<file path="src/dlpd_pkg.sv">
// Package with shared types, constants and codes of the decimal length-prefixed deframer.
package dlpd_pkg;

    // Width of the length value; the parsed length saturates at its maximum.
    localparam int LENGTH_BITS = 32;
    localparam logic [LENGTH_BITS-1:0] LEN_MAX = {LENGTH_BITS{1'b1}};

    // Width of the frame counter and of the wide output fields.
    localparam int COUNT_BITS = 32;

    // Header parser phases.
    localparam logic [1:0] PH_SPACE  = 2'd0;
    localparam logic [1:0] PH_SIGN   = 2'd1;
    localparam logic [1:0] PH_DIGITS = 2'd2;
    localparam logic [1:0] PH_IGNORE = 2'd3;

    // Byte values of the framing and of the codestream marks.
    localparam logic [7:0] CH_NEWLINE = 8'h0A;
    localparam logic [7:0] CH_SPACE   = 8'h20;
    localparam logic [7:0] CH_TAB     = 8'h09;
    localparam logic [7:0] CH_CR      = 8'h0D;
    localparam logic [7:0] CH_PLUS    = 8'h2B;
    localparam logic [7:0] CH_MINUS   = 8'h2D;
    localparam logic [7:0] CH_ZERO    = 8'h30;
    localparam logic [7:0] CH_NINE    = 8'h39;
    localparam logic [7:0] MARK_FF    = 8'hFF;
    localparam logic [7:0] MARK_SOC   = 8'h4F;
    localparam logic [7:0] MARK_SIZ   = 8'h51;
    localparam logic [7:0] MARK_EOC   = 8'hD9;

    // Number of head marks and the shortest frame that can hold all marks.
    localparam logic [2:0] HEAD_MARKS = 3'd4;
    localparam int         MIN_FRAME  = 6;

    // Head mark expected at a given position of the payload.
    function automatic logic [7:0] head_mark(input logic [1:0] pos);
        logic [7:0] mark;
        case (pos)
            2'd0: mark = MARK_FF;
            2'd1: mark = MARK_SOC;
            2'd2: mark = MARK_FF;
            default: mark = MARK_SIZ;
        endcase
        return mark;
    endfunction

    // One input word as held in the input register.
    typedef struct packed {
        logic [7:0] in_byte;
        logic       end_of_stream;
    } t_in_word;

    // One result word.
    typedef struct packed {
        logic [7:0]            out_byte;
        logic [COUNT_BITS-1:0] frame_number;
        logic                  last_of_frame;
        logic [COUNT_BITS-1:0] frame_length;
        logic                  marks_ok;
        logic                  end_marker;
    } t_result;

    // What the core hands to the output side for the word it is looking at.
    typedef struct packed {
        logic    has_result;
        t_result result;
    } t_core_out;

endpackage

</file>
<file path="src/dlpd_in_stage.sv">
// Input register of the deframer: holds one accepted word until the core consumes it.
module dlpd_in_stage (
    input  logic              i_clk,
    input  logic              i_rst_n,
    input  logic              i_valid,
    output logic              o_ready,
    input  dlpd_pkg::t_in_word i_word,
    input  logic              i_take,
    output logic              o_held,
    output dlpd_pkg::t_in_word o_word
);

    logic               r_held;
    dlpd_pkg::t_in_word r_word;

    // Room for a new word when empty or when the held word leaves this cycle.
    assign o_ready = !r_held || i_take;
    assign o_held  = r_held;
    assign o_word  = r_word;

    // Valid flag.
    always_ff @(posedge i_clk) begin
        if (!i_rst_n) begin
            r_held <= 1'b0;
        end else if (o_ready) begin
            r_held <= i_valid;
        end
    end

    // Payload register.
    always_ff @(posedge i_clk) begin
        if (i_valid && o_ready) begin
            r_word <= i_word;
        end
    end

endmodule

</file>
<file path="src/dlpd_core.sv">
// Header parser, frame tracker and mark checker of the deframer.
module dlpd_core (
    input  logic                i_clk,
    input  logic                i_rst_n,
    input  dlpd_pkg::t_in_word  i_word,
    input  logic                i_advance,
    output dlpd_pkg::t_core_out o_out
);

    localparam int LB = dlpd_pkg::LENGTH_BITS;
    localparam int CB = dlpd_pkg::COUNT_BITS;

    logic          r_in_payload,    n_in_payload;
    logic [1:0]    r_phase,         n_phase;
    logic          r_negative,      n_negative;
    logic [LB-1:0] r_acc,           n_acc;
    logic [LB-1:0] r_declared,      n_declared;
    logic [LB-1:0] r_bytes_left,    n_bytes_left;
    logic [2:0]    r_head_pos,      n_head_pos;
    logic          r_head_ok,       n_head_ok;
    logic [7:0]    r_prev,          n_prev;
    logic [CB-1:0] r_frame_count,   n_frame_count;

    logic          is_digit;
    logic          is_space;
    logic [1:0]    phase_mid;
    logic [LB+3:0] acc_times10;
    logic          head_ok_now;
    logic          last;
    logic [7:0]    c;

    assign c        = i_word.in_byte;
    assign is_digit = (c >= dlpd_pkg::CH_ZERO) && (c <= dlpd_pkg::CH_NINE);
    assign is_space = (c == dlpd_pkg::CH_SPACE) ||
                      ((c >= dlpd_pkg::CH_TAB) && (c <= dlpd_pkg::CH_CR));

    // Accumulator times ten plus the digit, before saturation.
    assign acc_times10 = ((LB+4)'(r_acc) << 3) + ((LB+4)'(r_acc) << 1)
                       + (LB+4)'(c - dlpd_pkg::CH_ZERO);

    assign last = (r_bytes_left <= LB'(1));

    // Head mark check including the current byte.
    always_comb begin
        head_ok_now = r_head_ok;
        if (r_head_pos < dlpd_pkg::HEAD_MARKS) begin
            if (c != dlpd_pkg::head_mark(r_head_pos[1:0])) begin
                head_ok_now = 1'b0;
            end
        end
    end

    // Phase after this header byte.
    always_comb begin
        phase_mid = r_phase;
        case (r_phase)
            dlpd_pkg::PH_SPACE: begin
                if (is_space) begin
                    phase_mid = dlpd_pkg::PH_SPACE;
                end else if (c == dlpd_pkg::CH_PLUS || c == dlpd_pkg::CH_MINUS) begin
                    phase_mid = dlpd_pkg::PH_SIGN;
                end else begin
                    phase_mid = is_digit ? dlpd_pkg::PH_DIGITS : dlpd_pkg::PH_IGNORE;
                end
            end
            dlpd_pkg::PH_SIGN: begin
                phase_mid = is_digit ? dlpd_pkg::PH_DIGITS : dlpd_pkg::PH_IGNORE;
            end
            dlpd_pkg::PH_DIGITS: begin
                phase_mid = is_digit ? dlpd_pkg::PH_DIGITS : dlpd_pkg::PH_IGNORE;
            end
            default: begin
                phase_mid = dlpd_pkg::PH_IGNORE;
            end
        endcase
    end

    // Next state for one word.
    always_comb begin
        n_in_payload  = r_in_payload;
        n_phase       = r_phase;
        n_negative    = r_negative;
        n_acc         = r_acc;
        n_declared    = r_declared;
        n_bytes_left  = r_bytes_left;
        n_head_pos    = r_head_pos;
        n_head_ok     = r_head_ok;
        n_prev        = r_prev;
        n_frame_count = r_frame_count;
        if (i_word.end_of_stream) begin
            // The end marker leaves the state alone.
        end else if (!r_in_payload) begin
            if (c == dlpd_pkg::CH_NEWLINE) begin
                n_frame_count = r_frame_count + CB'(1);
                if (!r_negative && r_acc != '0) begin
                    n_declared   = r_acc;
                    n_bytes_left = r_acc;
                    n_head_pos   = '0;
                    n_head_ok    = 1'b1;
                    n_prev       = '0;
                    n_in_payload = 1'b1;
                end
                n_phase    = dlpd_pkg::PH_SPACE;
                n_negative = 1'b0;
                n_acc      = '0;
            end else begin
                n_phase = phase_mid;
                if (r_phase == dlpd_pkg::PH_SPACE && !is_space &&
                    (c == dlpd_pkg::CH_PLUS || c == dlpd_pkg::CH_MINUS)) begin
                    n_negative = (c == dlpd_pkg::CH_MINUS);
                end
                if (phase_mid == dlpd_pkg::PH_DIGITS) begin
                    if (acc_times10 > (LB+4)'(dlpd_pkg::LEN_MAX)) begin
                        n_acc = dlpd_pkg::LEN_MAX;
                    end else begin
                        n_acc = acc_times10[LB-1:0];
                    end
                end
            end
        end else begin
            if (r_head_pos < dlpd_pkg::HEAD_MARKS) begin
                n_head_pos = r_head_pos + 3'd1;
            end
            n_head_ok = head_ok_now;
            n_prev    = c;
            if (last) begin
                n_bytes_left = '0;
                n_in_payload = 1'b0;
                n_phase      = dlpd_pkg::PH_SPACE;
                n_negative   = 1'b0;
                n_acc        = '0;
            end else begin
                n_bytes_left = r_bytes_left - LB'(1);
            end
        end
    end

    // Result for the current word.
    always_comb begin
        o_out = '0;
        if (i_word.end_of_stream) begin
            o_out.has_result          = 1'b1;
            o_out.result.frame_number = r_frame_count + CB'(1);
            o_out.result.end_marker   = 1'b1;
        end else if (r_in_payload) begin
            o_out.has_result           = 1'b1;
            o_out.result.out_byte      = c;
            o_out.result.frame_number  = r_frame_count;
            o_out.result.last_of_frame = last;
            o_out.result.frame_length  = last ? CB'(r_declared) : '0;
            o_out.result.marks_ok      = last && head_ok_now &&
                                         (r_declared >= LB'(dlpd_pkg::MIN_FRAME)) &&
                                         (r_prev == dlpd_pkg::MARK_FF) &&
                                         (c == dlpd_pkg::MARK_EOC);
        end
    end

    // Control state.
    always_ff @(posedge i_clk) begin
        if (!i_rst_n) begin
            r_in_payload  <= 1'b0;
            r_phase       <= dlpd_pkg::PH_SPACE;
            r_negative    <= 1'b0;
            r_acc         <= '0;
            r_declared    <= '0;
            r_bytes_left  <= '0;
            r_head_pos    <= '0;
            r_head_ok     <= 1'b1;
            r_prev        <= '0;
            r_frame_count <= '0;
        end else if (i_advance) begin
            r_in_payload  <= n_in_payload;
            r_phase       <= n_phase;
            r_negative    <= n_negative;
            r_acc         <= n_acc;
            r_declared    <= n_declared;
            r_bytes_left  <= n_bytes_left;
            r_head_pos    <= n_head_pos;
            r_head_ok     <= n_head_ok;
            r_prev        <= n_prev;
            r_frame_count <= n_frame_count;
        end
    end

endmodule

</file>
<file path="src/dlpd_out_stage.sv">
// Output register of the deframer: holds one result word until it is taken.
module dlpd_out_stage (
    input  logic             i_clk,
    input  logic             i_rst_n,
    input  logic             i_load,
    input  dlpd_pkg::t_result i_result,
    output logic             o_free,
    output logic             o_valid,
    input  logic             i_ready,
    output dlpd_pkg::t_result o_result
);

    logic              r_valid;
    dlpd_pkg::t_result r_result;

    // The slot can take a word when empty or when its word leaves this cycle.
    assign o_free   = !r_valid || i_ready;
    assign o_valid  = r_valid;
    assign o_result = r_result;

    // Valid flag.
    always_ff @(posedge i_clk) begin
        if (!i_rst_n) begin
            r_valid <= 1'b0;
        end else if (o_free) begin
            r_valid <= i_load;
        end
    end

    // Result payload.
    always_ff @(posedge i_clk) begin
        if (i_load && o_free) begin
            r_result <= i_result;
        end
    end

endmodule

</file>
<file path="src/decimal_length_prefixed_deframer.sv">
// Top level of the decimal length-prefixed deframer.
// Path: input register, core (a single state update pass per word), output register.
// Throughput: one word per cycle unless the output stalls.
// A stalled output holds the core, and the input register then fills and drops ready.
// Reset is synchronous and active low; it clears both stage flags and the parser state.
module decimal_length_prefixed_deframer (
    input  logic        i_clk,
    input  logic        i_rst_n,
    input  logic        i_valid,
    output logic        o_ready,
    input  logic [7:0]  i_in_byte,
    input  logic        i_end_of_stream,
    output logic        o_valid,
    input  logic        i_ready,
    output logic [7:0]  o_out_byte,
    output logic [31:0] o_frame_number,
    output logic        o_last_of_frame,
    output logic [31:0] o_frame_length,
    output logic        o_marks_ok,
    output logic        o_end_marker
);

    dlpd_pkg::t_in_word  in_word;
    dlpd_pkg::t_in_word  held_word;
    dlpd_pkg::t_core_out core_out;
    dlpd_pkg::t_result   out_result;
    logic                held;
    logic                out_free;
    logic                advance;

    assign in_word.in_byte       = i_in_byte;
    assign in_word.end_of_stream = i_end_of_stream;

    // A held word moves on unless it makes a result and the output slot is full.
    assign advance = held && (!core_out.has_result || out_free);

    dlpd_in_stage u_in_stage (
        .i_clk   (i_clk),
        .i_rst_n (i_rst_n),
        .i_valid (i_valid),
        .o_ready (o_ready),
        .i_word  (in_word),
        .i_take  (advance),
        .o_held  (held),
        .o_word  (held_word)
    );

    dlpd_core u_core (
        .i_clk     (i_clk),
        .i_rst_n   (i_rst_n),
        .i_word    (held_word),
        .i_advance (advance),
        .o_out     (core_out)
    );

    dlpd_out_stage u_out_stage (
        .i_clk    (i_clk),
        .i_rst_n  (i_rst_n),
        .i_load   (held && core_out.has_result),
        .i_result (core_out.result),
        .o_free   (out_free),
        .o_valid  (o_valid),
        .i_ready  (i_ready),
        .o_result (out_result)
    );

    // Result fields onto the ports.
    assign o_out_byte      = out_result.out_byte;
    assign o_frame_number  = out_result.frame_number;
    assign o_last_of_frame = out_result.last_of_frame;
    assign o_frame_length  = out_result.frame_length;
    assign o_marks_ok      = out_result.marks_ok;
    assign o_end_marker    = out_result.end_marker;

endmodule

</file>
<file path="config.mk">
export PLATFORM = sky130hd
export DESIGN_NAME = decimal_length_prefixed_deframer
export DESIGN_NICKNAME = d
export VERILOG_FILES = /design/src/dlpd_pkg.sv /design/src/dlpd_in_stage.sv /design/src/dlpd_core.sv /design/src/dlpd_out_stage.sv /design/src/decimal_length_prefixed_deframer.sv
export SDC_FILE = /design/constraint.sdc
export NUM_CORES = 1
export LEC_CHECK = 0
export BUFFER_PORTS_ARGS = -buffer_cell sky130_fd_sc_hd__buf_2
export CAP_MARGIN = 20
export CORE_UTILIZATION = 39
export CTS_BUF_LIST = sky130_fd_sc_hd__clkbuf_16
export DETAILED_ROUTE_END_ITERATION = 12
export GPL_ROUTABILITY_DRIVEN = 1
export GPL_TIMING_DRIVEN = 0
export PLACE_DENSITY = 0.64
export SLEW_MARGIN = 20
export SYNTH_ARGS = -nofsm -noshare
export SYNTH_HDL_FRONTEND = slang
export SYNTH_HIERARCHICAL = 1
export SYNTH_SLANG_ARGS = --single-unit
</file>
<file path="constraint.sdc">
create_clock -name i_clk -period 7.9 [get_ports i_clk]
set_input_delay 0.395 -clock i_clk [delete_from_list [all_inputs] [get_ports i_clk]]
set_output_delay 0.395 -clock i_clk [all_outputs]
set_load 0.1 [all_outputs]
</file>
==> implementation parameters, run 1 <==
Parameter                              Value

Timing
  Hold_ws ... 0.0403 ns
  Slew Viols, Final ... 0
  Number of setup violations in the final report ... 0
  RSZ-0062 raised after global routing ... false
  Final worst path period need ... 5.05 ns
  Final clock skew ... 0.0129 ns
  Max transition margin ... 0.318
  Transition time at the pin with the least slew margin ... 1.01 ns
  Upper clock frequency limit ... 0.198 GHz
  Post-route fraction of the period consumed by the critical path ... 0.639
  Sum of negative setup slack ... 0 ns
  Number of hold violations in the final report ... 0

Global routing
  Total GRT Usage ... 0.200
  Initial antenna violation count ... 1
  Via count of the first global-routing pass ... 10500
  Largest net degree at the start of global routing ... 76
  Global-route wire length before repair ... 54.8 mm
  Remaining global-route overflow ... 0

Die
  # IOs ... 90
  Standard-cell row count ... 66
  Starting density of the core ... 0.400
  Chip width ... 185 um
  Core region area ... 0.0328 mm2
  Floorplan die height ... 185 um
  Die area ... 0.0343 mm2

Synthesis
  Post-synthesis share of cell area spent on xor and xnor gates ... 0.0508
  Simple-gate portion of the synthesized area ... 0.220
  Post-synthesis share of cell area spent on full adders, half adders and majority gates ... 0.0960
  Share of flip-flops with an asynchronous set or reset ... 0
  Number of unique standard cell types used by synthesis ... 80
  Dominant combinational cell family by area after synthesis ... simple AND/OR/NAND/NOR gates
  Mapped Area ... 0.0131 mm2
  Share of the yosys chip area belonging to registers ... 0.415
  Number of flip-flops and latches in the synthesized netlist ... 230
  Count of flip-flops with a built-in enable after synthesis ... 84
  Mux share of post-synthesis cell area ... 0.00315
  Total nets after synthesis ... 1512
  Avg Inst Size Synth ... 9.25 um2
  Synth Area in Compound Gates ... 0.180
  Gate count after technology mapping ... 1417
  Prevailing post-synth register cell ... dfxtp_1
  Synthesis Warnings ... 6

Setup path
  Bufs and invs on worst path ... 3
  CP required ... 8.28 ns
  Top delay family on crit path ... compound AO/OA/AOI/OAI gates
  Largest fanout of any net on the critical path ... 21
  Arrival time reported for the critical path endpoint ... 5.43 ns
  Kind of critical path ... reg2reg
  Series of cell instances along the critical path ... ha_1 -> nor2_4 -> buf_12 -> fa_1 -> ha_1 -> clkbuf_1 -> o21ai_0 -> nand2b_1 -> a21oi_1 -> o22ai_1 -> a41oi_1 -> nor4bb_1 -> o21ai_0 -> clkbuf_1 -> nand3_1
  Nature of the critical path endpoint ... flip-flop
  Startpoint Class ... flip-flop
  Crit-path slowest cell ... o22ai_1
  Delay of the slowest cell on the worst path ... 0.68 ns

Power
  Switching power ... 0.721 mW
  Maximum ir drop on the vdd rail ... 0.125 mV
  Internal power component ... 1.97 mW
  Comb pwr share ... 0.118
  Register share of total power ... 0.469
  Net switching fraction of the power ... 0.267
  Power density over cell area ... 181 mW/mm2
  Leakage power summed over all cells ... 5.70 nW
  Post-layout total power ... 2.70 mW
  Clock power frac ... 0.413

Clocking
  Clock network latency to the later pin of the worst-skew pair ... 0.53 ns
  Sinks on the clock net ... 230
  H-tree level count ... 1
  CTS tree ... built
  Number of buffers on the longest clock path ... 3
  CTS clk-pin slew, worst paths ... 0.06 ns
  Total clock buffers created by CTS ... 24
  Clock root buffer master ... clkbuf_16
  Hold buffer count at CTS ... 0
  Gates resized, CTS repair ... 0
  Post-CTS Setup Repair Bufs ... 0

Routing
  Total via count in the routed design ... 10900
  Routed vias/inst ... 5.45
  Average wire per standard cell ... 17.0 um
  Detailed-routing iteration count for the pre-antenna-repair pass ... 8
  Total Routed Length ... 33.9 mm
  Number of DRC violations after detailed-routing iteration 0 ... 827
  Residual DRC ... 0
  DRT antenna net count ... 0

Placed design
  Final HPWL from detailed placement ... 25.6 mm
  Count of input and output buffers ... 89
  Area after detailed placement ... 0.0141 mm2
  Placer Congestion ... 0.929

Flow run
  Max cap viols ... 0

Finish
  Commonest non-fill, non-tap cells in the layout ... nand2_1, dfxtp_1, buf_2
  Design Area, Final ... 0.0149 mm2
  Fraction of layout cells with a size suffix above 1 ... 0.109
  Post-synthesis to final-layout area growth ... 13.8%
  Final #Nets ... 1628
  Most common library cell in the layout ignoring fill and taps ... nand2_1

Run status
  Result of the run ... completed

Worst hold path
  Worst min-delay path class ... in2reg
==> synth_stat cells, types with 33 or more instances <==
library cell | count | area (um2)
clkbuf_1 | 60 | 225
a22oi_1 | 35 | 263
inv_1 | 33 | 124
o21ai_0 | 97 | 485
nand3_1 | 60 | 300
xnor2_1 | 36 | 315
ha_1 | 51 | 638
a21oi_1 | 45 | 225
edfxtp_1 | 84 | 2520
nor2_1 | 62 | 233
dfxtp_1 | 146 | 2920
and2_1 | 53 | 332
xor2_1 | 40 | 350
nand2_1 | 200 | 751
a21boi_0 | 52 | 390
==> through the flow <==
| stage | setup WS, ns | instances | utilization |
|---|---|---|---|
| 5_1_grt | 2.38 | 1993 | 0.455 |
| 6_report | 2.85 | 1994 | 0.455 |
| 3_5_place_dp | 2.82 | 1949 | 0.431 |
| 3_3_place_gp | 1.12 | 1948 | 0.430 |
| 4_1_cts | 2.80 | 1993 | 0.455 |
| 2_1_floorplan | 2.44 | 1417 | - |
==> layer usage <==
| metal | vias to the layer above | GRT usage | wire [um] |
|---|---|---|---|
| li1 | 5335 | - | - |
| met1 | 5169 | 0.280 | 16000 |
| met2 | 306 | 0.324 | 15300 |
| met3 | 49 | 0.0271 | 1890 |
| met4 | 2 | 0.0489 | 671 |
| met5 | - | 0 | 10 |
==> area by class of cell <==
class / count / area, um2
plain buffers: 79 / 327
clock inverters: 20 / 183
fillers: 3194 / 17900
multi-input cells: 1074 / 7220
diodes: 1 / 2.50
flip-flops and latches: 230 / 5450
repair buffers: 90 / 465
well taps: 442 / 553
clock buffers: 24 / 601
inverters: 34 / 128
==> worst paths after layout <==
path | from | end | slack, ns | depth (start not counted)
min | i_in_byte[5] | u_in_stage/o_word[6] | 0.04 | 1
max | u_in_stage/o_word[5] | u_core/r_acc[10] | 2.85 | 15
min reg2reg | u_core/r_declared[9] | u_core/r_declared[9] | 0.47 | 2
max reg2reg | u_in_stage/o_word[5] | u_core/r_acc[10] | 2.85 | 15
==> cells by family after synthesis <==
group,Yosys count
buffers and inverters,113
and+or+nand+nor,560
xor gates and xnor gates,76
DFF,230
AOI/OAI and AO/OA,352
adders and majority gates,82
muxes,4
==> sequential cells by signal, indices dropped and copies added, names as in the netlist <==
register	count
u_core/r_bytes_left	32
u_in_stage/o_held	1
u_core/r_phase	2
u_out_stage/o_result	75
u_core/r_head_pos	3
u_core/r_head_ok	1
u_out_stage/o_valid	1
u_core/r_declared	32
u_core/r_negative	1
u_core/r_prev	8
u_core/r_in_payload	1
u_in_stage/o_word	9
u_core/r_frame_count	32
u_core/r_acc	32
==> power by group through the flow <==
stage	combinational, mW	sequential [mW]	clock [mW]
after floorplan	0.132	1.41	0
after global placement	0.313	1.29	0
after detailed placement	0.318	1.29	0
after CTS	0.319	1.26	1.14
after global routing	0.341	1.27	1.19
final	0.318	1.26	1.11
(Power assumes the default switching activity.)
==> run 2: changes to the inputs <==
- PLACE_DENSITY: 0.64 -> 0.66
- clock period: 7.9 -> 4.5 ns (I/O delays scaled with it)
==> run 2 against run 1 <==
Largest power group unchanged. Total power is 75% higher. Largest cell class unchanged. Combinational power is 81% higher. Die area stayed put. Setup slack worse by 2.7 ns. Sequential power is 76% higher. Via count is 1.2% higher. Critical endpoint is now u_core/r_acc[12].
==> implementation parameters, run 2 (synthesized netlist as in run 1, its figures left out) <==
Parameter                              Value

Run status
  Result of the run ... completed

Timing
  Number of hold violations in the final report ... 0 (unchanged)
  Final WS setup ... 0.200 ns (-2.65 ns)
  Sum of negative setup slack ... 0 ns (unchanged)
  Number of setup violations in the final report ... 0 (unchanged)
  Transition time at the pin with the least slew margin ... 0.963 ns (-0.0514 ns)
  Post-route fraction of the period consumed by the critical path ... 0.956 (+0.316)
  Max transition margin ... 0.358 (+0.0405)
  Final clock skew ... 0.0139 ns (+0.000958 ns)
  Final worst path period need ... 4.30 ns (-0.749 ns)
  Upper clock frequency limit ... 0.233 GHz (+17%)
  Slew Viols, Final ... 0 (unchanged)

Clocking
  CTS clk-pin slew, worst paths ... 0.06 ns (about the same)
  H-tree level count ... 1 (unchanged)
  CTS tree ... built
  Clock network latency to the later pin of the worst-skew pair ... 0.52 ns (about the same)
  Clock root buffer master ... clkbuf_16
  Total clock buffers created by CTS ... 24 (unchanged)
  Sinks on the clock net ... 230 (unchanged)
  Number of buffers on the longest clock path ... 3 (unchanged)

Finish
  Non-Filler Instances ... 2007 (+0.65%)
  Design Area, Final ... 0.0152 mm2 (+1.6%)
  Final #Nets ... 1642 (+0.86%)
  Flip-flop count of the largest register after layout ... 75 (unchanged)
  Post-synthesis to final-layout area growth ... 15.7%
  Number of antenna diodes ... 0 (-1)
  Commonest non-fill, non-tap cells in the layout ... nand2_1, dfxtp_1, buf_2
  Fraction of layout cells with a size suffix above 1 ... 0.121 (+0.0124)
  Most common library cell in the layout ignoring fill and taps ... nand2_1

Power
  Power density over cell area ... 311 mW/mm2 (+72%)
  Leakage power summed over all cells ... 5.80 nW (+1.7%)
  Register share of total power ... 0.470 (about the same)
  Clock power frac ... 0.408 (-0.005)
  Switching power ... 1.27 mW (+76%)
  Post-layout total power ... 4.72 mW (+75%)
  Comb pwr share ... 0.122 (+0.004)
  Net switching fraction of the power ... 0.268 (+0.000868)
  Internal power component ... 3.45 mW (+75%)
  Maximum ir drop on the vdd rail ... 0.232 mV (+86%)

Routing
  Total Routed Length ... 33.7 mm (-0.62%)
  Routed vias/inst ... 5.48 (+0.55%)
  Total via count in the routed design ... 11000 (+1.2%)
  DRT antenna net count ... 0 (unchanged)
  Detailed-routing iteration count for the pre-antenna-repair pass ... 5 (-3)
  Residual DRC ... 0 (unchanged)
  Number of DRC violations after detailed-routing iteration 0 ... 750 (-9.3%)
  Average wire per standard cell ... 16.8 um (-1.3%)

Global routing
  Largest net degree at the start of global routing ... 76 (unchanged)
  Global-route wire length before repair ... 55.0 mm (+0.30%)
  Via count of the first global-routing pass ... 10500 (+0.019%)
  Total GRT Usage ... 0.199 (-0.00104)
  Remaining global-route overflow ... 0 (unchanged)
  Initial antenna violation count ... 0 (-1)

Placed design
  Area after detailed placement ... 0.0141 mm2 (-0.14%)
  Final HPWL from detailed placement ... 24.9 mm (-2.9%)
  Cells after DPL ... 1948 (-0.051%)
  Setup WS pre-CTS ... -0.969 ns (-3.79 ns)
  Placer Congestion ... 0.920 (-0.97%)
  Count of input and output buffers ... 89 (unchanged)

Setup path
  Series of cell instances along the critical path ... buf_2 -> or2_4 -> nor2_4 -> buf_12 -> buf_12 -> fa_1 -> ha_1 -> clkbuf_1 -> a21o_1 -> a2111oi_1 -> o22ai_2 -> nor4_1 -> nor4bb_1 -> o21ai_2 -> buf_2 -> nand3_1
  Startpoint Class ... flip-flop
  Arrival time reported for the critical path endpoint ... 4.69 ns (-0.74 ns)
  Delay of the slowest cell on the worst path ... 0.44 ns (-0.24 ns)
  Kind of critical path ... reg2reg
  Crit-path slowest cell ... a2111oi_1
  Largest fanout of any net on the critical path ... 10 (-52%)
  CP required ... 4.89 ns (-3.39 ns)
  Nature of the critical path endpoint ... flip-flop

Die
  Chip width ... 185 um (unchanged)
  Die area ... 0.0343 mm2 (unchanged)
  Floorplan die height ... 185 um (unchanged)
  Standard-cell row count ... 66 (unchanged)
  Starting density of the core ... 0.400 (unchanged)
  # IOs ... 90 (unchanged)
  Core region area ... 0.0328 mm2 (unchanged)

Flow run
  Max cap viols ... 0 (unchanged)

Worst hold path
  Worst min-delay path class ... in2reg
==> run 2: cell count changes in the layout (fill, tap and decap cells not counted), moves of 2 or more <==
cell / previous run / this run
dlygate4sd3_1: 0 / 11
clkbuf_1: 60 / 51
buf_4: 2 / 7
clkbuf_4: 0 / 5
clkinv_1: 4 / 8
inv_1: 40 / 37
buf_12: 1 / 3
buf_2: 101 / 99
clkinvlp_2: 2 / 0
==> run 2: stage by stage <==
stage | utilization | hold WS [ns]
after floorplan | - | 0.324
after global placement | 0.431 | 0.405
after detailed placement | 0.431 | 0.406
after CTS | 0.460 | 0.0759
after global routing | 0.462 | 0.0925
final | 0.462 | 0.0895
==> run 2: per-layer routing <==
metal / global-route usage / up-vias / wire, um
li1: - / 5372 / -
met1: 0.281 / 5259 / 15800
met2: 0.320 / 316 / 15300
met3: 0.0242 / 45 / 1940
met4: 0.0519 / 0 / 708
met5: 0 / - / 0
==> run 2: power by group through the flow <==
stage                     registers, mW  clock network [mW]  logic (mW)
after floorplan                    2.47                   0       0.233
after global placement             2.26                   0       0.549
after detailed placement           2.26                   0       0.553
after CTS                          2.22                1.97       0.572
after global routing               2.22                2.04       0.616
final                              2.22                1.93       0.576
==> run 2: final timing paths <==
check                                     startpoint              endpoint  slack (ns)  depth (start not counted)
worst max-delay path            u_in_stage/o_word[7]      u_core/r_acc[12]        0.20                         16
worst min-delay path                         i_rst_n     u_in_stage/o_held        0.09                          2
worst max register to register  u_in_stage/o_word[7]      u_core/r_acc[12]        0.20                         16
worst min register to register  u_core/r_declared[0]  u_core/r_declared[0]        0.47                          2
==> run 2: cell type report <==
type | instances | area [um2]
fill | 3203 | 17600
multi-input combinational | 1075 | 7290
sequential | 230 | 5450
timing repair buffer | 108 | 653
clock buffer | 25 | 626
tap | 442 | 553
buffer | 74 | 325
clock inverter | 19 | 143
inverter | 34 | 128
==> run 2: repair_timing <==
item	4_1_cts	5_1_grt
setup buffers	3	5
pin swaps	2	5
gates resized for setup	10	17
cloned	1	0
hold buffers	11	0
setup endpoints to repair	32	32
hold endpoints to repair	11	0
==> run 2: critical path, delay by kind of cell (launching register included) <==
family / cells / cell delay, ns
AOI/OAI and AO/OA: 4 / 1.18
adders and majority gates: 2 / 0.71
buffers and inverters: 5 / 0.94
DFF: 1 / 0.35
and+or+nand+nor: 5 / 0.97
==> run 3: changes to the inputs <==
- CORE_ASPECT_RATIO: unset -> 0.9
==> run 3 against run 2 <==
Via count grew 0.33%. Cell count shrank 1.1%. First-iteration DRC count fell by 9.1%. Fmax up 0.91%. Largest power group unchanged. Utilization is 0.41 points lower. Sequential share of layout area grew 0.053 points. Sequential power about the same. Setup slack improved by 0.039 ns. Die area hardly changed. Register-to-register slack better by 0.04 ns. Critical path type unchanged. Non-clock buffer count is 1 lower.
==> implementation parameters, run 3 (synthesized netlist as in run 1, its figures left out) <==
Parameter                              Value

Run status
  Result of the run ... completed

Finish
  Utilization after layout ... 0.458 (-0.00410)
  Commonest non-fill, non-tap cells in the layout ... nand2_1, dfxtp_1, buf_2
  Flip-flop count of the largest register after layout ... 75 (unchanged)
  Post-synthesis to final-layout area growth ... 15.5%
  Final #Nets ... 1641 (-0.061%)
  Most common library cell in the layout ignoring fill and taps ... nand2_1
  Fraction of layout cells with a size suffix above 1 ... 0.124 (+0.00271)
  Number of antenna diodes ... 0 (unchanged)

Power
  Power density over cell area ... 315 mW/mm2 (+1.2%)
  Internal power component ... 3.47 mW (+0.51%)
  Maximum ir drop on the vdd rail ... 0.307 mV (+32%)
  Clock power frac ... 0.413 (+0.005)
  Post-layout total power ... 4.77 mW (+1.1%)
  Register share of total power ... 0.465 (-0.005)
  Leakage power summed over all cells ... 5.79 nW (-0.14%)
  Net switching fraction of the power ... 0.272 (+0.00399)
  Switching power ... 1.30 mW (+2.6%)
  Comb pwr share ... 0.121 (about the same)

Setup path
  Startpoint Class ... flip-flop
  Nature of the critical path endpoint ... flip-flop
  CP required ... 4.89 ns (about the same)
  Largest fanout of any net on the critical path ... 14 (+4)
  Arrival time reported for the critical path endpoint ... 4.65 ns (-0.04 ns)
  Kind of critical path ... reg2reg

Die
  # IOs ... 90 (unchanged)
  Floorplan die height ... 176 um (-5.1%)
  Starting density of the core ... 0.397 (-0.00295)
  Chip width ... 195 um (+5.4%)
  Core region area ... 0.0330 mm2 (+0.74%)
  Die area ... 0.0344 mm2 (about the same)
  Standard-cell row count ... 63 (-4.5%)

Placed design
  Final HPWL from detailed placement ... 25.4 mm (+1.9%)
  Count of input and output buffers ... 89 (unchanged)
  Placer Congestion ... 0.923 (+0.39%)
  Setup WS pre-CTS ... -0.927 ns (+0.0426 ns)

Routing
  DRT antenna net count ... 0 (unchanged)
  Detailed-routing iteration count for the pre-antenna-repair pass ... 5 (unchanged)
  Average wire per standard cell ... 17.4 um (+3.5%)
  Total via count in the routed design ... 11000 (+0.33%)
  Total Routed Length ... 34.5 mm (+2.4%)
  Residual DRC ... 0 (unchanged)
  Number of DRC violations after detailed-routing iteration 0 ... 682 (-9.1%)
  Routed vias/inst ... 5.56 (+1.4%)

Global routing
  Total GRT Usage ... 0.199 (about the same)
  Global-route wire length before repair ... 55.5 mm (+0.88%)
  Via count of the first global-routing pass ... 10600 (+1.1%)
  Initial antenna violation count ... 0 (unchanged)
  Largest net degree at the start of global routing ... 76 (unchanged)
  Remaining global-route overflow ... 0 (unchanged)

Clocking
  Sinks on the clock net ... 230 (unchanged)
  Clock network latency to the later pin of the worst-skew pair ... 0.52 ns (about the same)
  CTS tree ... built
  Total clock buffers created by CTS ... 24 (unchanged)
  Number of buffers on the longest clock path ... 3 (unchanged)
  Clock root buffer master ... clkbuf_16
  H-tree level count ... 1 (unchanged)
  CTS clk-pin slew, worst paths ... 0.06 ns (about the same)

Timing
  Slew Viols, Final ... 0 (unchanged)
  Post-route fraction of the period consumed by the critical path ... 0.947 (-0.00861)
  Max transition margin ... 0.350 (-0.00791)
  Upper clock frequency limit ... 0.235 GHz (+0.91%)
  RSZ-0062 raised after global routing ... false
  Final worst path period need ... 4.26 ns (-0.0387 ns)
  Final clock skew ... 0.0111 ns (-0.00283 ns)
  Number of hold violations in the final report ... 0 (unchanged)
  Number of setup violations in the final report ... 0 (unchanged)
  Sum of negative setup slack ... 0 ns (unchanged)
  Transition time at the pin with the least slew margin ... 0.966 ns (+0.00296 ns)
  Final WS setup ... 0.239 ns (+0.0387 ns)

Worst hold path
  Worst min-delay path class ... in2reg

Flow run
  Max cap viols ... 0 (unchanged)
## run 3: cell count changes in the layout (fill, tap and decap cells not counted), moves of 2 or more
cell,before,now
clkbuf_1,51,53
clkbuf_16,25,27
inv_1,37,34
clkbuf_4,5,3
clkinv_2,2,4
clkinv_1,8,6
## run 3: layout make-up
cell class	instances	area (um2)
plain buffers	75	323
fillers	3155	17900
repair buffers	106	626
inverters	34	128
multi-input cells	1075	7300
well taps	422	528
flip-flops and latches	230	5450
clock inverters	16	111
clock buffers	27	676
## run 3: power groups by stage
| stage | Combinational, mW | Sequential [mW] | Clock, mW |
|---|---|---|---|
| final | 0.580 | 2.22 | 1.97 |
| after global routing | 0.617 | 2.22 | 2.08 |
| after CTS | 0.575 | 2.22 | 2.01 |
| after detailed placement | 0.557 | 2.27 | 0 |
| after global placement | 0.550 | 2.26 | 0 |
| after floorplan | 0.233 | 2.47 | 0 |
## run 3: worst max-delay path, stage by stage, from the launching register on
cell       delay, ns
edfxtp_1        0.35
buf_2           0.19
or2_4           0.32
nor2_4          0.14
buf_12          0.17
fa_1            0.44
ha_1            0.39
a21oi_2         0.19
o211ai_1        0.19
a2111oi_4       0.39
o31ai_2         0.20
a2111o_1        0.44
o2111a_2        0.17
a31oi_4         0.21
clkbuf_4        0.25
nand3_1         0.09
## run 3: per-layer routing
metal,GRT usage,wire length (um),up-vias,part of all wire
met5,0,0,-,0
met4,0.0505,623,0,0.018
met1,0.285,16600,5306,0.48
met2,0.315,15300,306,0.44
met3,0.0279,1940,48,0.056
li1,-,-,5368,-
## run 3: timing repair
action | 4_1_cts | 5_1_grt
resized for setup | 9 | 16
pin swaps | 4 | 1
setup endpoints to repair | 32 | 32
buffers inserted | 5 | 1
endpoints found under the hold margin | 11 | 0
hold buffers | 11 | 0
cloned | 1 | 0
## run 3: path summary, 6_finish.rpt
check                       start              endpoint  slack [ns]  cells past startpoint
max          u_in_stage/o_word[7]      u_core/r_acc[15]        0.24                     15
min                       i_rst_n     u_in_stage/o_held        0.12                      2
max reg2reg  u_in_stage/o_word[7]      u_core/r_acc[15]        0.24                     15
min reg2reg  u_core/r_declared[0]  u_core/r_declared[0]        0.47                      2
## run 3: stage by stage
stage	cells	area, um2	hold WS [ns]
floorplan	1417	13100	0.324
global placement	1928	14100	0.405
detailed placement	1928	14100	0.406
CTS	1988	15100	0.0907
global route	1985	15100	0.107
finish	1985	15100	0.116
